==> config.mk <==
export PLATFORM = sky130hd
export DESIGN_NAME = poll_request_retry_backoff_unit
export DESIGN_NICKNAME = d
export VERILOG_FILES = /design/src/rtl/prrb_pkg.sv /design/src/rtl/prrb_regs.sv /design/src/rtl/prrb_core.sv /design/src/rtl/poll_request_retry_backoff_unit.sv
export SDC_FILE = /design/constraint.sdc
export NUM_CORES = 1
export LEC_CHECK = 0
export BUFFER_PORTS_ARGS = -buffer_cell sky130_fd_sc_hd__buf_4
export CORE_UTILIZATION = 25
export DETAILED_ROUTE_END_ITERATION = 6
export SLEW_MARGIN = 20
export SYNTH_ARGS = -nofsm -noshare
export SYNTH_HDL_FRONTEND = slang
export SYNTH_SLANG_ARGS = --single-unit
==> constraint.sdc <==
create_clock -name clk -period 16.5 [get_ports clk]
set_input_delay 1.65 -clock clk [delete_from_list [all_inputs] [get_ports clk]]
set_output_delay 1.65 -clock clk [all_outputs]
set_load 0.02 [all_outputs]
==> src/rtl/prrb_pkg.sv <==
// shared types, register map and reset values of the poll request scheduler
package prrb_pkg;

    // time base width, default for the top level parameter
    localparam int TIME_WIDTH_DEF = 32;

    // configuration port geometry
    localparam int ADDR_W  = 5;
    localparam int DATA_W  = 32;
    localparam int INDEX_W = 3;

    // register indexes (paddr[4:2])
    localparam logic [INDEX_W-1:0] REG_BASE_PERIOD    = 3'd0;
    localparam logic [INDEX_W-1:0] REG_BACKOFF_PERIOD = 3'd1;
    localparam logic [INDEX_W-1:0] REG_MIN_TX_GAP     = 3'd2;
    localparam logic [INDEX_W-1:0] REG_REPLY_TIMEOUT  = 3'd3;
    localparam logic [INDEX_W-1:0] REG_RETRY_LIMIT    = 3'd4;
    localparam logic [INDEX_W-1:0] REG_BACKOFF_AFTER  = 3'd5;

    // reset values of the registers
    localparam logic [15:0] BASE_PERIOD_RST    = 16'd250;
    localparam logic [15:0] BACKOFF_PERIOD_RST = 16'd1000;
    localparam logic [15:0] MIN_TX_GAP_RST     = 16'd20;
    localparam logic [15:0] REPLY_TIMEOUT_RST  = 16'd80;
    localparam logic [3:0]  RETRY_LIMIT_RST    = 4'd2;
    localparam logic [7:0]  BACKOFF_AFTER_RST  = 8'd3;

    // streak saturation value
    localparam logic [7:0] STREAK_MAX = 8'hFF;

    // input item action codes
    localparam logic ACT_TICK  = 1'b0;
    localparam logic ACT_REPLY = 1'b1;

    typedef struct packed {
        logic [15:0] base_period_ms;
        logic [15:0] backoff_period_ms;
        logic [15:0] min_tx_gap_ms;
        logic [15:0] reply_timeout_ms;
        logic [3:0]  retry_limit;
        logic [7:0]  backoff_after;
    } cfg_t;

    typedef struct packed {
        logic        action;
        logic [31:0] now_ms;
    } in_item_t;

    typedef struct packed {
        logic        send_request;
        logic [3:0]  attempt_index;
        logic        gave_up;
        logic        backed_off;
        logic        awaiting_reply;
        logic [7:0]  timeout_streak;
        logic [31:0] last_ok_ms;
    } out_item_t;

endpackage

==> src/rtl/prrb_regs.sv <==
// configuration register file with apb-style access
module prrb_regs (
    input  logic                          clk,
    input  logic                          rst_n,
    input  logic                          psel,
    input  logic                          penable,
    input  logic                          pwrite,
    input  logic [prrb_pkg::ADDR_W-1:0]   paddr,
    input  logic [prrb_pkg::DATA_W-1:0]   pwdata,
    output logic [prrb_pkg::DATA_W-1:0]   prdata,
    output logic                          pready,
    output prrb_pkg::cfg_t                cfg
);

    prrb_pkg::cfg_t                  cfg_reg;
    logic [prrb_pkg::INDEX_W-1:0]    index;
    logic                            wr_en;

    assign index  = paddr[prrb_pkg::ADDR_W-1:2];
    assign wr_en  = psel && penable && pwrite;
    assign pready = 1'b1;
    assign cfg    = cfg_reg;

    always_ff @(posedge clk or negedge rst_n)
    begin
        if (!rst_n)
        begin
            cfg_reg.base_period_ms    <= prrb_pkg::BASE_PERIOD_RST;
            cfg_reg.backoff_period_ms <= prrb_pkg::BACKOFF_PERIOD_RST;
            cfg_reg.min_tx_gap_ms     <= prrb_pkg::MIN_TX_GAP_RST;
            cfg_reg.reply_timeout_ms  <= prrb_pkg::REPLY_TIMEOUT_RST;
            cfg_reg.retry_limit       <= prrb_pkg::RETRY_LIMIT_RST;
            cfg_reg.backoff_after     <= prrb_pkg::BACKOFF_AFTER_RST;
        end
        else if (wr_en)
        begin
            unique case (index)
                prrb_pkg::REG_BASE_PERIOD:    cfg_reg.base_period_ms    <= pwdata[15:0];
                prrb_pkg::REG_BACKOFF_PERIOD: cfg_reg.backoff_period_ms <= pwdata[15:0];
                prrb_pkg::REG_MIN_TX_GAP:     cfg_reg.min_tx_gap_ms     <= pwdata[15:0];
                prrb_pkg::REG_REPLY_TIMEOUT:  cfg_reg.reply_timeout_ms  <= pwdata[15:0];
                prrb_pkg::REG_RETRY_LIMIT:    cfg_reg.retry_limit       <= pwdata[3:0];
                prrb_pkg::REG_BACKOFF_AFTER:  cfg_reg.backoff_after     <= pwdata[7:0];
                default:                      ;
            endcase
        end
    end

    // read mux
    always_comb
    begin
        unique case (index)
            prrb_pkg::REG_BASE_PERIOD:    prdata = {16'd0, cfg_reg.base_period_ms};
            prrb_pkg::REG_BACKOFF_PERIOD: prdata = {16'd0, cfg_reg.backoff_period_ms};
            prrb_pkg::REG_MIN_TX_GAP:     prdata = {16'd0, cfg_reg.min_tx_gap_ms};
            prrb_pkg::REG_REPLY_TIMEOUT:  prdata = {16'd0, cfg_reg.reply_timeout_ms};
            prrb_pkg::REG_RETRY_LIMIT:    prdata = {28'd0, cfg_reg.retry_limit};
            prrb_pkg::REG_BACKOFF_AFTER:  prdata = {24'd0, cfg_reg.backoff_after};
            default:                      prdata = '0;
        endcase
    end

endmodule

==> src/rtl/prrb_core.sv <==
// scheduler state and single-pass next-state logic for one item
module prrb_core #(
    parameter int TIME_WIDTH = prrb_pkg::TIME_WIDTH_DEF
) (
    input  logic                 clk,
    input  logic                 rst_n,
    input  logic                 advance,
    input  prrb_pkg::in_item_t   item,
    input  prrb_pkg::cfg_t       cfg,
    output prrb_pkg::out_item_t  result
);

    logic                  pending_reg,     pending_next;
    logic [3:0]            retries_reg,     retries_next;
    logic [7:0]            failed_reg,      failed_next;
    logic [TIME_WIDTH-1:0] cycle_start_reg, cycle_start_next;
    logic [TIME_WIDTH-1:0] last_tx_reg,     last_tx_next;
    logic [TIME_WIDTH-1:0] attempt_reg,     attempt_next;
    logic                  backoff_reg,     backoff_next;
    logic [TIME_WIDTH-1:0] reply_reg,       reply_next;

    logic [TIME_WIDTH-1:0] now_t;
    logic                  timed_out;
    logic                  gap_ok;
    logic                  can_retry;
    logic                  give;
    logic                  resend;
    logic                  start;
    logic                  pending_mid;
    logic                  backoff_mid;
    logic [7:0]            failed_mid;
    logic [15:0]           period;
    logic [3:0]            retry_inc;

    // wrapping signed difference, elapsed when non-negative and at least thr
    function automatic logic elapsed(input logic [TIME_WIDTH-1:0] now_v,
                                     input logic [TIME_WIDTH-1:0] then_v,
                                     input logic [15:0]           thr);
        logic [TIME_WIDTH-1:0] d;
        begin
            d = now_v - then_v;
            return !d[TIME_WIDTH-1] && (d >= TIME_WIDTH'(thr));
        end
    endfunction

    assign now_t       = TIME_WIDTH'(item.now_ms);
    assign timed_out   = pending_reg && elapsed(now_t, attempt_reg, cfg.reply_timeout_ms);
    assign gap_ok      = elapsed(now_t, last_tx_reg, cfg.min_tx_gap_ms);
    assign can_retry   = retries_reg < cfg.retry_limit;
    assign give        = timed_out && !can_retry;
    assign resend      = timed_out && can_retry && gap_ok;
    assign retry_inc   = 4'(retries_reg + 4'd1);
    assign failed_mid  = give ? ((failed_reg == prrb_pkg::STREAK_MAX) ? failed_reg
                                                                       : 8'(failed_reg + 8'd1))
                              : failed_reg;
    assign backoff_mid = give ? (failed_mid >= cfg.backoff_after) : backoff_reg;
    assign pending_mid = pending_reg && !give;
    assign period      = backoff_mid ? cfg.backoff_period_ms : cfg.base_period_ms;
    // a resend keeps the request pending, so it never meets a new cycle start
    assign start       = !pending_mid && gap_ok && elapsed(now_t, cycle_start_reg, period);

    always_comb
    begin
        pending_next     = pending_reg;
        retries_next     = retries_reg;
        failed_next      = failed_reg;
        cycle_start_next = cycle_start_reg;
        last_tx_next     = last_tx_reg;
        attempt_next     = attempt_reg;
        backoff_next     = backoff_reg;
        reply_next       = reply_reg;
        result           = '0;

        if (item.action == prrb_pkg::ACT_REPLY)
        begin
            reply_next   = now_t;
            pending_next = 1'b0;
            retries_next = 4'd0;
            failed_next  = 8'd0;
            backoff_next = 1'b0;
        end
        else
        begin
            failed_next  = failed_mid;
            backoff_next = backoff_mid;
            pending_next = pending_mid || start;
            if (start)
            begin
                retries_next     = 4'd0;
                cycle_start_next = now_t;
            end
            else if (resend)
            begin
                retries_next = retry_inc;
            end
            if (start || resend)
            begin
                last_tx_next = now_t;
                attempt_next = now_t;
            end
            result.send_request  = start || resend;
            result.attempt_index = start ? 4'd0 : (resend ? retry_inc : 4'd0);
            result.gave_up       = give;
        end

        result.backed_off     = backoff_next;
        result.awaiting_reply = pending_next;
        result.timeout_streak = failed_next;
        result.last_ok_ms     = 32'(reply_next);
    end

    always_ff @(posedge clk or negedge rst_n)
    begin
        if (!rst_n)
        begin
            pending_reg     <= 1'b0;
            retries_reg     <= 4'd0;
            failed_reg      <= 8'd0;
            cycle_start_reg <= '0;
            last_tx_reg     <= '0;
            attempt_reg     <= '0;
            backoff_reg     <= 1'b0;
            reply_reg       <= '0;
        end
        else if (advance)
        begin
            pending_reg     <= pending_next;
            retries_reg     <= retries_next;
            failed_reg      <= failed_next;
            cycle_start_reg <= cycle_start_next;
            last_tx_reg     <= last_tx_next;
            attempt_reg     <= attempt_next;
            backoff_reg     <= backoff_next;
            reply_reg       <= reply_next;
        end
    end

endmodule

==> src/rtl/poll_request_retry_backoff_unit.sv <==
// top level of the periodic poll scheduler with reply timeout, retry and back-off
//
// usage
//   item channel: item_valid / item_ready / item carry a tick (action 0) or a
//   valid reply (action 1) with the current millisecond time in now_ms
//   result channel: result_valid / result_ready / result give exactly one
//   result item per input item, in order: send_request tells the bus side to
//   transmit a query frame, plus retry index, give-up, back-off and status
//   config: apb-style port, registers at byte address 4*index, pready always
//   high, written at the access cycle; change them only while the block is idle
// timing
//   an item goes into an input register, is evaluated in one pass against the
//   scheduler state and lands in the result register: result_valid rises one
//   cycle after the accepting edge, throughput one item per cycle, set by the
//   single-pass compare logic between the two registers
// reset
//   rst_n low clears both pipeline stages, the scheduler state (nothing
//   pending, base period, zero streak, all times zero) and loads the register
//   defaults
// stall
//   while result_ready is low the result holds; one more item can wait in the
//   input register, after that item_ready drops until the result is taken
module poll_request_retry_backoff_unit #(
    parameter int TIME_WIDTH = prrb_pkg::TIME_WIDTH_DEF
) (
    input  logic                         clk,
    input  logic                         rst_n,
    // item channel
    input  logic                         item_valid,
    output logic                         item_ready,
    input  prrb_pkg::in_item_t           item,
    // result channel
    output logic                         result_valid,
    input  logic                         result_ready,
    output prrb_pkg::out_item_t          result,
    // configuration port
    input  logic                         psel,
    input  logic                         penable,
    input  logic                         pwrite,
    input  logic [prrb_pkg::ADDR_W-1:0]  paddr,
    input  logic [prrb_pkg::DATA_W-1:0]  pwdata,
    output logic [prrb_pkg::DATA_W-1:0]  prdata,
    output logic                         pready
);

    prrb_pkg::cfg_t       cfg;
    prrb_pkg::in_item_t   item_reg;
    logic                 item_valid_reg;
    prrb_pkg::out_item_t  result_reg;
    prrb_pkg::out_item_t  result_next;
    logic                 result_valid_reg;
    logic                 out_free;
    logic                 advance;

    // result slot is free when empty or being emptied this cycle
    assign out_free     = !result_valid_reg || result_ready;
    // the held item is evaluated and retired into the result register
    assign advance      = item_valid_reg && out_free;
    assign item_ready   = !item_valid_reg || advance;
    assign result_valid = result_valid_reg;
    assign result       = result_reg;

    prrb_regs u_regs (
        .clk     (clk),
        .rst_n   (rst_n),
        .psel    (psel),
        .penable (penable),
        .pwrite  (pwrite),
        .paddr   (paddr),
        .pwdata  (pwdata),
        .prdata  (prdata),
        .pready  (pready),
        .cfg     (cfg)
    );

    prrb_core #(
        .TIME_WIDTH (TIME_WIDTH)
    ) u_core (
        .clk     (clk),
        .rst_n   (rst_n),
        .advance (advance),
        .item    (item_reg),
        .cfg     (cfg),
        .result  (result_next)
    );

    // stage valid flags
    always_ff @(posedge clk or negedge rst_n)
    begin
        if (!rst_n)
        begin
            item_valid_reg   <= 1'b0;
            result_valid_reg <= 1'b0;
        end
        else
        begin
            if (item_ready)
            begin
                item_valid_reg <= item_valid;
            end
            if (out_free)
            begin
                result_valid_reg <= advance;
            end
        end
    end

    // stage payloads
    always_ff @(posedge clk)
    begin
        if (item_valid && item_ready)
        begin
            item_reg <= item;
        end
        if (advance)
        begin
            result_reg <= result_next;
        end
    end

`ifndef SYNTHESIS
    // a transmission always leaves a request outstanding
    assert property (@(posedge clk) disable iff (!rst_n)
        result_valid && result.send_request |-> result.awaiting_reply)
        else $error("send without outstanding request");

    // retry index only carries meaning with a transmission
    assert property (@(posedge clk) disable iff (!rst_n)
        result_valid && !result.send_request |-> result.attempt_index == 4'd0)
        else $error("attempt index without send");

    // abandoning a cycle always counts a failure
    assert property (@(posedge clk) disable iff (!rst_n)
        result_valid && result.gave_up |-> result.timeout_streak != 8'd0)
        else $error("give-up with empty streak");

    // back-off is only entered after at least one failed cycle
    assert property (@(posedge clk) disable iff (!rst_n)
        result_valid && result.backed_off |-> result.timeout_streak != 8'd0)
        else $error("back-off with empty streak");
`endif

endmodule
==> reports/qor.yml, run 1 <==
finish:
  antennaDiodeCount: 0
  areaGrowthSynthToFinish_pct: 17.9
  layout.nets: 1867
  finalInstanceArea_um2: 19600
  largest_register_ff_count: 76
  drive_gt1_share_pct: 22.8
routing:
  drt_iter0_markers: 753
  vias: 12300
  drc_errors: 1
  viasPerCell: 4.80
  wirelength_um: 44500
  wl_per_cell_um: 17.4
  dr.pass1.iters: 7
  drt.antenna.violating_nets: 0
synthesis:
  synth_common_cells: "dfrtp_1 (169), mux2_2 (143), nand2_1 (126)"
  synth.top_cell.area_share_pct: 25.5
  synthCells: 1555
  ys_seq_elements: 269
  avgSynthCellArea_um2: 10.7
  seq_area_frac_synth_pct: 43.1
  synth_edf_count: 81
  ys.flop_type: "dfrtp_1"
  synth_cell_type_count: 84
  synthArstFlopShare_pct: 69.9
  ys_warn_count: 0
  synth_area_um2: 16600
  synth_most_common_cell: "dfrtp_1"
  yosys.area.top_type: "dfrtp_1"
  synth_area_leaders: "dfrtp_1 (25%), edfxtp_1 (15%), mux2_2 (9.7%), ha_1 (9.3%), dfstp_2 (3.0%)"
hold_path:
  min_from: "u_core.cycle_start_reg[23]"
  holdCritPathClass: "flop to flop"
  min_to: "u_core.cycle_start_reg[23]"
  whs_path_depth: 1
clock_tree:
  postCtsSetupRepairBufs: 0
  cts_buffers: 36
  clock_sinks: 269
  cts.clk_slew.worst_paths_ns: 0.06
  postCtsHoldBufs: 0
  clk_latency_ns: 0.56
  cts_root_buffer: "clkbuf_16"
  cts_resized: 0
  cts_tree: "done"
  htree_levels: 2
  clockBufferDepth: 3
critical_path:
  worst-r2r-cell-count: 40
  worst-path-buf-inv: 4
  crit_required_ns: 16.92
  r2r_slack_ns: 5.42
  cp_slowest_cell: "mux2i_4"
  crit_type: "flop to flop"
  rr_endpoint: "u_core.last_tx_reg[23]"
  endpoint_kind: "flop"
  crit_path_start_kind: "flop"
  reg2reg_from: "item_reg[0]"
  cp_max_fo: 23
  crit_path_frequent_cell: "a21o_1"
  path_delay_family: "compound AO/OA/AOI/OAI gates"
  slowest_delay_ns: 0.82
  cp.arrival_ns: 11.51
sta:
  maxSlewViolCount: 0
  period_needed_ns: 11.08
  slew_headroom_pct: 27.7
  worst_slew_pin_slew_ns: 1.06
  fin_crit_sh_pct: 67.2
  setup_violations: 0
  finalHoldViolCount: 0
  skew_ns: 0.0293
  setup_tns_ns: 0
  rsz0062_at_grt: "false"
  max_clock_freq_mhz: 90.2
power:
  p_seq_share_pct: 29.1
  intPower_mw: 2.02
  p_per_area_nw_per_um2: 172
  vdd_drop_max_v: 0.0000697
  p_clk_share_pct: 22.7
  p_sw_mw: 1.36
  pwr-share-comb_pct: 48.2
  p_leak_nw: 8.47
  switching_share_pct: 40.2
flow_run:
  cap_violations: 0
global_routing:
  grt-ovfl-total: 0
  antenna_found_initial: 0
  grt.busiest_layer: "met2"
  grt_usage_pct: 13.1
  grt_pass1_wl_um: 69200
  met1_usage_pct: 17.3
  use_met3_pct: 2.60
  grt_pass1_vias: 12200
  grt_util_met2_pct: 21.7
  grt_max_degree: 74
floorplan:
  die_h_um: 260
  start_util_pct: 25.3
  ios: 160
  placeableCoreArea_um2: 65700
  die_area_um2: 67500
  num_rows: 94
  die_w_um: 260
status:
  status: "finished with violations"
  violations: "design-rule violations"
placed_design:
  place_area_um2: 18400
  gp_congestion: 0.856
  dp_hpwl_um: 33100
  port_buffers: 124
## metrics by stage
step                      hold slack (ns)  utilization [%]  power [mW]  instances  worst slack (ns)
final                               0.483             29.8        3.38       2557              5.42
after global routing                0.502             29.8        3.64       2557              4.63
after CTS                           0.488             29.8        3.41       2557              5.23
after detailed placement            0.475             28.0        2.61       2491              5.28
after global placement              0.467             28.0        2.56       2491              5.35
after floorplan                     0.457                -        2.16       1570              8.10
## logic make-up (layout without fill, tap and decap cells)
kind of cell / Yosys count / in the layout / share of synthesized area [%]
compound gates: 345 / 345 / 13.8
buf+inv: 200 / 323 / 5.14
flops: 269 / 269 / 43.1
simple gates: 343 / 343 / 10.2
other cells: 2 / 17 / 0.0452
xor+xnor: 57 / 57 / 3.00
mux: 214 / 214 / 15.2
fa+ha+maj: 125 / 125 / 9.50
## power groups by stage
| stage | sequential (mW) | combinational (mW) | clock [mW] |
|---|---|---|---|
| after global placement | 0.984 | 1.58 | 0 |
| after floorplan | 0.981 | 1.18 | 0 |
| after CTS | 0.984 | 1.63 | 0.803 |
| after detailed placement | 0.995 | 1.61 | 0 |
| final | 0.982 | 1.63 | 0.768 |
| after global routing | 1.01 | 1.81 | 0.828 |
## layout make-up
type	instances	area, um^2
fillers	6709	46200
multi-input cells	1101	8700
flip-flops and latches	269	7160
well taps	864	1080
clock buffers	56	1050
repair buffers	135	1020
inverters	122	460
clock inverters	10	115
## how the worst max path moves through the flow
stage	cells past startpoint	end	slack [ns]	start
3_5_place_dp	43	u_core.last_tx_reg[23]	5.28	item_reg[0]
3_3_place_gp	43	u_core.last_tx_reg[11]	5.35	item_reg[0]
2_1_floorplan	44	u_core.last_tx_reg[23]	8.10	item_reg[0]
5_1_grt	43	u_core.last_tx_reg[23]	4.63	item_reg[0]
6_report	40	u_core.last_tx_reg[23]	5.42	item_reg[0]
4_1_cts	43	u_core.last_tx_reg[23]	5.23	item_reg[0]
## cells in the final DEF, fill, tap and decap left out, types with 53 or more instances in the layout
cell and n:
ha_1 123, inv_1 120, mux2_2 143, edfxtp_1 81
o21ai_0 83, a21oi_1 92, dfrtp_1 169, buf_4 134
nor2_1 53, nand2_1 126
## layer usage
layer / up-vias / part of all wire [%]
met2: 291 / 48
met4: 0 / 2.1
met1: 6074 / 45
met3: 50 / 5.1
li1: 5857 / -
met5: - / 0
Power figures use the tool's default switching activity.
==> run 2, diff against run 1 <==
- clock period: 16.5 -> 11.4 ns (I/O delays scaled with it)
==> reports/qor.yml, run 2 (same netlist as run 1, synthesis figures left out) <==
status:
  status: "finished with violations"  # unchanged
  violations: "design-rule violations"  # unchanged
finish:
  areaGrowthSynthToFinish_pct: 18.1  # was 17.9%
  finalInstanceArea_um2: 19600  # about the same
  layout.nets: 1869  # was 1,867
  antennaDiodeCount: 0  # unchanged
  final_cell_mix: "dfrtp_1 (169), mux2_2 (143), buf_4 (134)"  # unchanged
  largest_register_ff_count: 76  # unchanged
  drive_gt1_share_pct: 23.2  # was 22.8%
  final_util_pct: 29.9  # was 29.8%
  layout_commonest_cell: "dfrtp_1"  # unchanged
routing:
  viasPerCell: 4.75  # was 4.80
  wl_per_cell_um: 17.3  # was 17.4 um
  wirelength_um: 44200  # was 44,500 um
  dr.pass1.iters: 7  # unchanged
  drt_iter0_markers: 552  # was 753
  drt.antenna.violating_nets: 0  # unchanged
  drc_errors: 1  # unchanged
  vias: 12100  # was 12.3k
floorplan:
  ios: 160  # unchanged
  die_w_um: 260  # unchanged
  die_area_um2: 67500  # unchanged
  start_util_pct: 25.3  # unchanged
  num_rows: 94  # unchanged
  placeableCoreArea_um2: 65700  # unchanged
  die_h_um: 260  # unchanged
clock_tree:
  postCtsHoldBufs: 0  # unchanged
  cts_tree: "done"  # unchanged
  clock_sinks: 269  # unchanged
  cts_buffers: 36  # unchanged
  postCtsSetupRepairBufs: 0  # unchanged
  cts_resized: 0  # unchanged
  htree_levels: 2  # unchanged
  clockBufferDepth: 3  # unchanged
  cts_root_buffer: "clkbuf_16"  # unchanged
  cts.clk_slew.worst_paths_ns: 0.06  # about the same
  clk_latency_ns: 0.56  # about the same
sta:
  fin_crit_sh_pct: 91.9  # was 67.2%
  setup_violations: 0  # unchanged
  fin_ws_ns: 0.926  # was 5.42 ns
  maxSlewViolCount: 0  # unchanged
  max_clock_freq_mhz: 95.5  # was 90.2 MHz
  setup_tns_ns: 0  # unchanged
  finalHoldViolCount: 0  # unchanged
  slew_headroom_pct: 36.3  # was 27.7%
  worst_slew_pin_slew_ns: 0.956  # was 1.06 ns
  rsz0062_at_grt: "false"  # unchanged
  period_needed_ns: 10.47  # was 11.08 ns
  skew_ns: 0.0294  # was 0.0293 ns
  hold_ws_ns: 0.480  # was 0.483 ns
critical_path:
  crit_required_ns: 11.83  # was 16.92 ns
  slowest_delay_ns: 0.58  # was 0.82 ns
  crit_type: "flop to flop"  # unchanged
  endpoint_kind: "flop"  # unchanged
  cp_slowest_cell: "o32ai_1"  # was mux2i_4
  cp_max_fo: 21  # was 23
  crit_path_start_kind: "flop"  # unchanged
  cp.arrival_ns: 10.90  # was 11.51 ns
placed_design:
  gp_congestion: 0.893  # was 0.856
  dp_hpwl_um: 33000  # was 33,100 um
  place_ws_ns: 0.978  # was 5.28 ns
  place_area_um2: 18400  # about the same
  port_buffers: 124  # unchanged
global_routing:
  grt_pass1_wl_um: 69000  # was 69,200 um
  grt_usage_pct: 13.1  # about the same
  grt_max_degree: 77  # was 74
  grt-ovfl-total: 0  # unchanged
  antenna_found_initial: 0  # unchanged
  grt_pass1_vias: 12300  # was 12.2k
power:
  p_per_area_nw_per_um2: 250  # was 172 nW/um^2
  vdd_drop_max_v: 0.000129  # was 0.0000697 V
  p_leak_nw: 8.50  # was 8.47 nW
flow_run:
  cap_violations: 0  # unchanged
hold_path:
  holdCritPathClass: "flop to flop"  # unchanged
==> run 2: changes by cell type in the layout (fill, tap and decap cells not counted), sizes merged <==
cell,change
inv,+3
clkbuf,-9
bufinv,+1
clkinvlp,+3
clkinv,+2
buf,+2
==> run 2: critical path, delay by kind of cell, from the launching register on <==
| kind | cells | cell delay [ns] |
|---|---|---|
| xor+xnor | 1 | 0.47 |
| mux | 3 | 1.06 |
| compound gates | 17 | 4.13 |
| simple gates | 12 | 2.16 |
| buf+inv | 3 | 0.59 |
| flops | 1 | 0.49 |
| fa+ha+maj | 4 | 1.43 |
==> run 2: metrics by stage <==
stage / total power [mW] / std cells
2_1_floorplan: 3.13 / 1570
3_3_place_gp: 3.73 / 2492
3_5_place_dp: 3.79 / 2492
4_1_cts: 4.95 / 2558
5_1_grt: 5.30 / 2559
6_report: 4.90 / 2559
==> run 2: final timing paths <==
check                      cells past startpoint                          to  slack [ns]                        from
setup / recovery                              40      u_core.last_tx_reg[23]        0.93                item_reg[10]
hold / removal                                 1  u_core.cycle_start_reg[17]        0.48  u_core.cycle_start_reg[17]
setup reg to reg                              40      u_core.last_tx_reg[23]        0.93                item_reg[10]
hold reg to reg                                1  u_core.cycle_start_reg[17]        0.48  u_core.cycle_start_reg[17]
max in group asynchronous                      3              u_regs.cfg[18]        9.47                       rst_n
min in group asynchronous                      1         u_core.reply_reg[0]        0.62                       rst_n
==> run 2: area by class of cell <==
class	instances	area [um^2]
Inverter	122	460
Timing Repair Buffer	137	1060
Clock buffer	47	983
Fill cell	6759	46100
Multi-Input combinational cell	1101	8690
Sequential cell	269	7160
Tap cell	864	1080
Clock inverter	19	191
==> run 2: layer usage <==
| layer | GRT usage (%) | vias to the layer above | share of wire [%] |
|---|---|---|---|
| met5 | 0 | - | 0 |
| met4 | 3.66 | 0 | 2.2 |
| met3 | 2.75 | 52 | 4.8 |
| met2 | 21.6 | 274 | 47 |
| met1 | 17.3 | 5985 | 46 |
| li1 | - | 5834 | - |
==> run 2: report_power, final <==
| part | internal [mW] | leakage, nW | total [mW] | switching [mW] |
|---|---|---|---|---|
| logic | 0.987 | 4.90 | 2.36 | 1.37 |
| registers | 1.27 | 3.03 | 1.42 | 0.146 |
| clock network | 0.664 | 0.566 | 1.12 | 0.459 |
==> run 3, diff against run 2 <==
- CORE_ASPECT_RATIO: unset -> 1.25
==> reports/qor.yml, run 3 (same netlist as run 1, synthesis figures left out) <==
status:
  status: "completed"  # was finished with violations
sta:
  slew_headroom_pct: 29.3  # was 36.3%
  fin_ws_ns: 0.930  # was 0.926 ns
  max_clock_freq_mhz: 95.5  # about the same
  hold_ws_ns: 0.480  # about the same
  period_needed_ns: 10.47  # about the same
  setup_tns_ns: 0  # unchanged
  skew_ns: 0.0161  # was 0.0294 ns
  finalHoldViolCount: 0  # unchanged
  setup_violations: 0  # unchanged
  rsz0062_at_grt: "false"  # unchanged
  fin_crit_sh_pct: 91.8  # was 91.9%
  maxSlewViolCount: 0  # unchanged
  worst_slew_pin_slew_ns: 1.06  # was 0.956 ns
power:
  p_per_area_nw_per_um2: 249  # was 250 nW/um^2
  pwr-share-comb_pct: 47.8  # was 48.1%
  vdd_drop_max_v: 0.000102  # was 0.000129 V
  p_leak_nw: 8.48  # was 8.50 nW
  intPower_mw: 2.94  # was 2.92 mW
  switching_share_pct: 39.7  # was 40.3%
  p_sw_mw: 1.94  # was 1.97 mW
  p_seq_share_pct: 29.2  # was 29.0%
  p_clk_share_pct: 23.0  # was 22.9%
floorplan:
  die_w_um: 233  # was 260 um
  die_area_um2: 67500  # about the same
  placeableCoreArea_um2: 65700  # about the same
  die_h_um: 290  # was 260 um
  start_util_pct: 25.3  # about the same
  num_rows: 105  # was 94
  ios: 160  # unchanged
global_routing:
  antenna_found_initial: 0  # unchanged
  grt_max_degree: 76  # was 77
  grt_usage_pct: 13.2  # was 13.1%
  grt_pass1_wl_um: 69300  # was 69,000 um
  grt_pass1_vias: 12300  # about the same
  grt-ovfl-total: 0  # unchanged
hold_path:
  min_to: "u_core.last_tx_reg[24]"  # was u_core.cycle_start_reg[17]
  holdCritPathClass: "flop to flop"  # unchanged
  min_from: "u_core.last_tx_reg[24]"  # was u_core.cycle_start_reg[17]
  whs_path_depth: 1  # unchanged
finish:
  layout.nets: 1868  # was 1,869
  register_area_um2: 7160  # unchanged
  fillers: 6696  # was 6,759
  areaGrowthSynthToFinish_pct: 17.9  # was 18.1%
  antennaDiodeCount: 0  # unchanged
  drive_gt1_share_pct: 23.1  # was 23.2%
  final_util_pct: 29.8  # was 29.9%
  layout_commonest_cell: "dfrtp_1"  # unchanged
  final_cell_mix: "dfrtp_1 (169), mux2_2 (143), buf_4 (135)"  # was dfrtp_1 (169), mux2_2 (143), buf_4 (134)
  multiInputGateArea_um2: 8690  # unchanged
  largest_register_ff_count: 76  # unchanged
flow_run:
  cap_violations: 0  # unchanged
routing:
  wl_per_cell_um: 17.5  # was 17.3 um
  dr.pass1.iters: 5  # was 7
  drt.antenna.violating_nets: 0  # unchanged
  vias: 12200  # was 12.1k
  wirelength_um: 44600  # was 44,200 um
  viasPerCell: 4.80  # was 4.75
  drc_errors: 0  # was 1
  drt_iter0_markers: 631  # was 552
critical_path:
  worst-r2r-cell-count: 42  # was 40
  crit_path_start_kind: "flop"  # unchanged
  endpoint_kind: "flop"  # unchanged
  worst-path-buf-inv: 5  # was 3
  cp.arrival_ns: 10.89  # was 10.90 ns
  crit_type: "flop to flop"  # unchanged
  rr_endpoint: "u_core.cycle_start_reg[10]"  # was u_core.last_tx_reg[23]
  r2r_slack_ns: 0.93  # about the same
  crit_start: "item_reg[0]"  # was item_reg[10]
  path_delay_family: "compound AO/OA/AOI/OAI gates"  # unchanged
  cp_max_fo: 23  # was 21
  crit_path_frequent_cell: "o21ai_0"
  slowest_delay_ns: 0.87  # was 0.58 ns
  crit_required_ns: 11.82  # was 11.83 ns
  reg2reg_from: "item_reg[0]"  # was item_reg[10]
  cp_slowest_cell: "a2111oi_4"  # was o32ai_1
clock_tree:
  cts_buffers: 35  # was 36
  cts.clk_slew.worst_paths_ns: 0.06  # about the same
  postCtsSetupRepairBufs: 0  # unchanged
  cts_tree: "done"  # unchanged
  clk_latency_ns: 0.55  # was 0.56 ns
  htree_levels: 2  # unchanged
  cts_resized: 0  # unchanged
  cts_root_buffer: "clkbuf_16"  # unchanged
  clockBufferDepth: 3  # unchanged
  postCtsHoldBufs: 0  # unchanged
  clock_sinks: 269  # unchanged
placed_design:
  place_ws_ns: 0.827  # was 0.978 ns
  gp_congestion: 0.875  # was 0.893
  dp_hpwl_um: 33200  # was 33,000 um
  port_buffers: 124  # unchanged
==> run 3: cell types whose count changed in the layout (fill, tap and decap cells not counted), sizes merged <==
| cell | previous run | this run |
|---|---|---|
| bufinv | 2 | 4 |
| clkbuf | 48 | 44 |
| clkinv | 10 | 12 |
| inv | 125 | 124 |
| clkinvlp | 4 | 3 |
==> run 3: power groups by stage <==
stage	combinational, mW	sequential, mW	clock [mW]
final	2.33	1.42	1.12
after global routing	2.60	1.46	1.20
after CTS	2.34	1.42	1.17
after detailed placement	2.32	1.44	0
after global placement	2.27	1.42	0
after floorplan	1.71	1.42	0
==> run 3: area by class of cell <==
type / instances / share of cell area [%]
Multi-Input combinational cell: 1101 / 44.4
Sequential cell: 269 / 36.6
Tap cell: 856 / 5.47
Timing Repair Buffer: 137 / 5.35
Clock buffer: 43 / 4.73
Inverter: 122 / 2.35
Clock inverter: 21 / 1.18
==> run 3: how the worst max path moves through the flow <==
stage | end | slack [ns] | cells past startpoint
6_report | u_core.cycle_start_reg[10] | 0.93 | 42
5_1_grt | u_core.cycle_start_reg[11] | 0.11 | 42
4_1_cts | u_core.cycle_start_reg[19] | 0.81 | 42
3_5_place_dp | u_core.cycle_start_reg[10] | 0.83 | 42
3_3_place_gp | u_core.cycle_start_reg[14] | 0.91 | 43
2_1_floorplan | u_core.last_tx_reg[23] | 3.00 | 44
==> run 3: routing by layer <==
| metal | up-vias | share of wire [%] | wire (um) | track usage, % |
|---|---|---|---|---|
| li1 | 5843 | - | - | - |
| met4 | 0 | 2.8 | 1260 | 4.37 |
| met2 | 258 | 52 | 23200 | 23.7 |
| met5 | - | 0 | 0 | 0 |
| met3 | 64 | 3.3 | 1470 | 2.01 |
| met1 | 6058 | 42 | 18700 | 15.7 |
==> run 3: worst reg2reg max path, delay by kind of cell (launching register included) <==
| kind | cells | cell delay (ns) |
|---|---|---|
| adder cells (fa/ha/maj) | 5 | 1.36 |
| buffers and inverters | 5 | 1.32 |
| XOR/XNOR | 1 | 0.29 |
| AO/OA/AOI/OAI | 17 | 4.04 |
| flip-flops | 1 | 0.44 |
| multiplexers | 3 | 1.15 |
| AND/OR/NAND/NOR | 11 | 1.71 |
==> run 3: per-stage QoR <==
step	std cells	cell area (um^2)	power, mW
floorplan	1570	16700	3.13
global placement	2485	18400	3.70
detailed placement	2485	18400	3.76
CTS	2549	19600	4.93
global route	2549	19600	5.26
finish	2549	19600	4.88
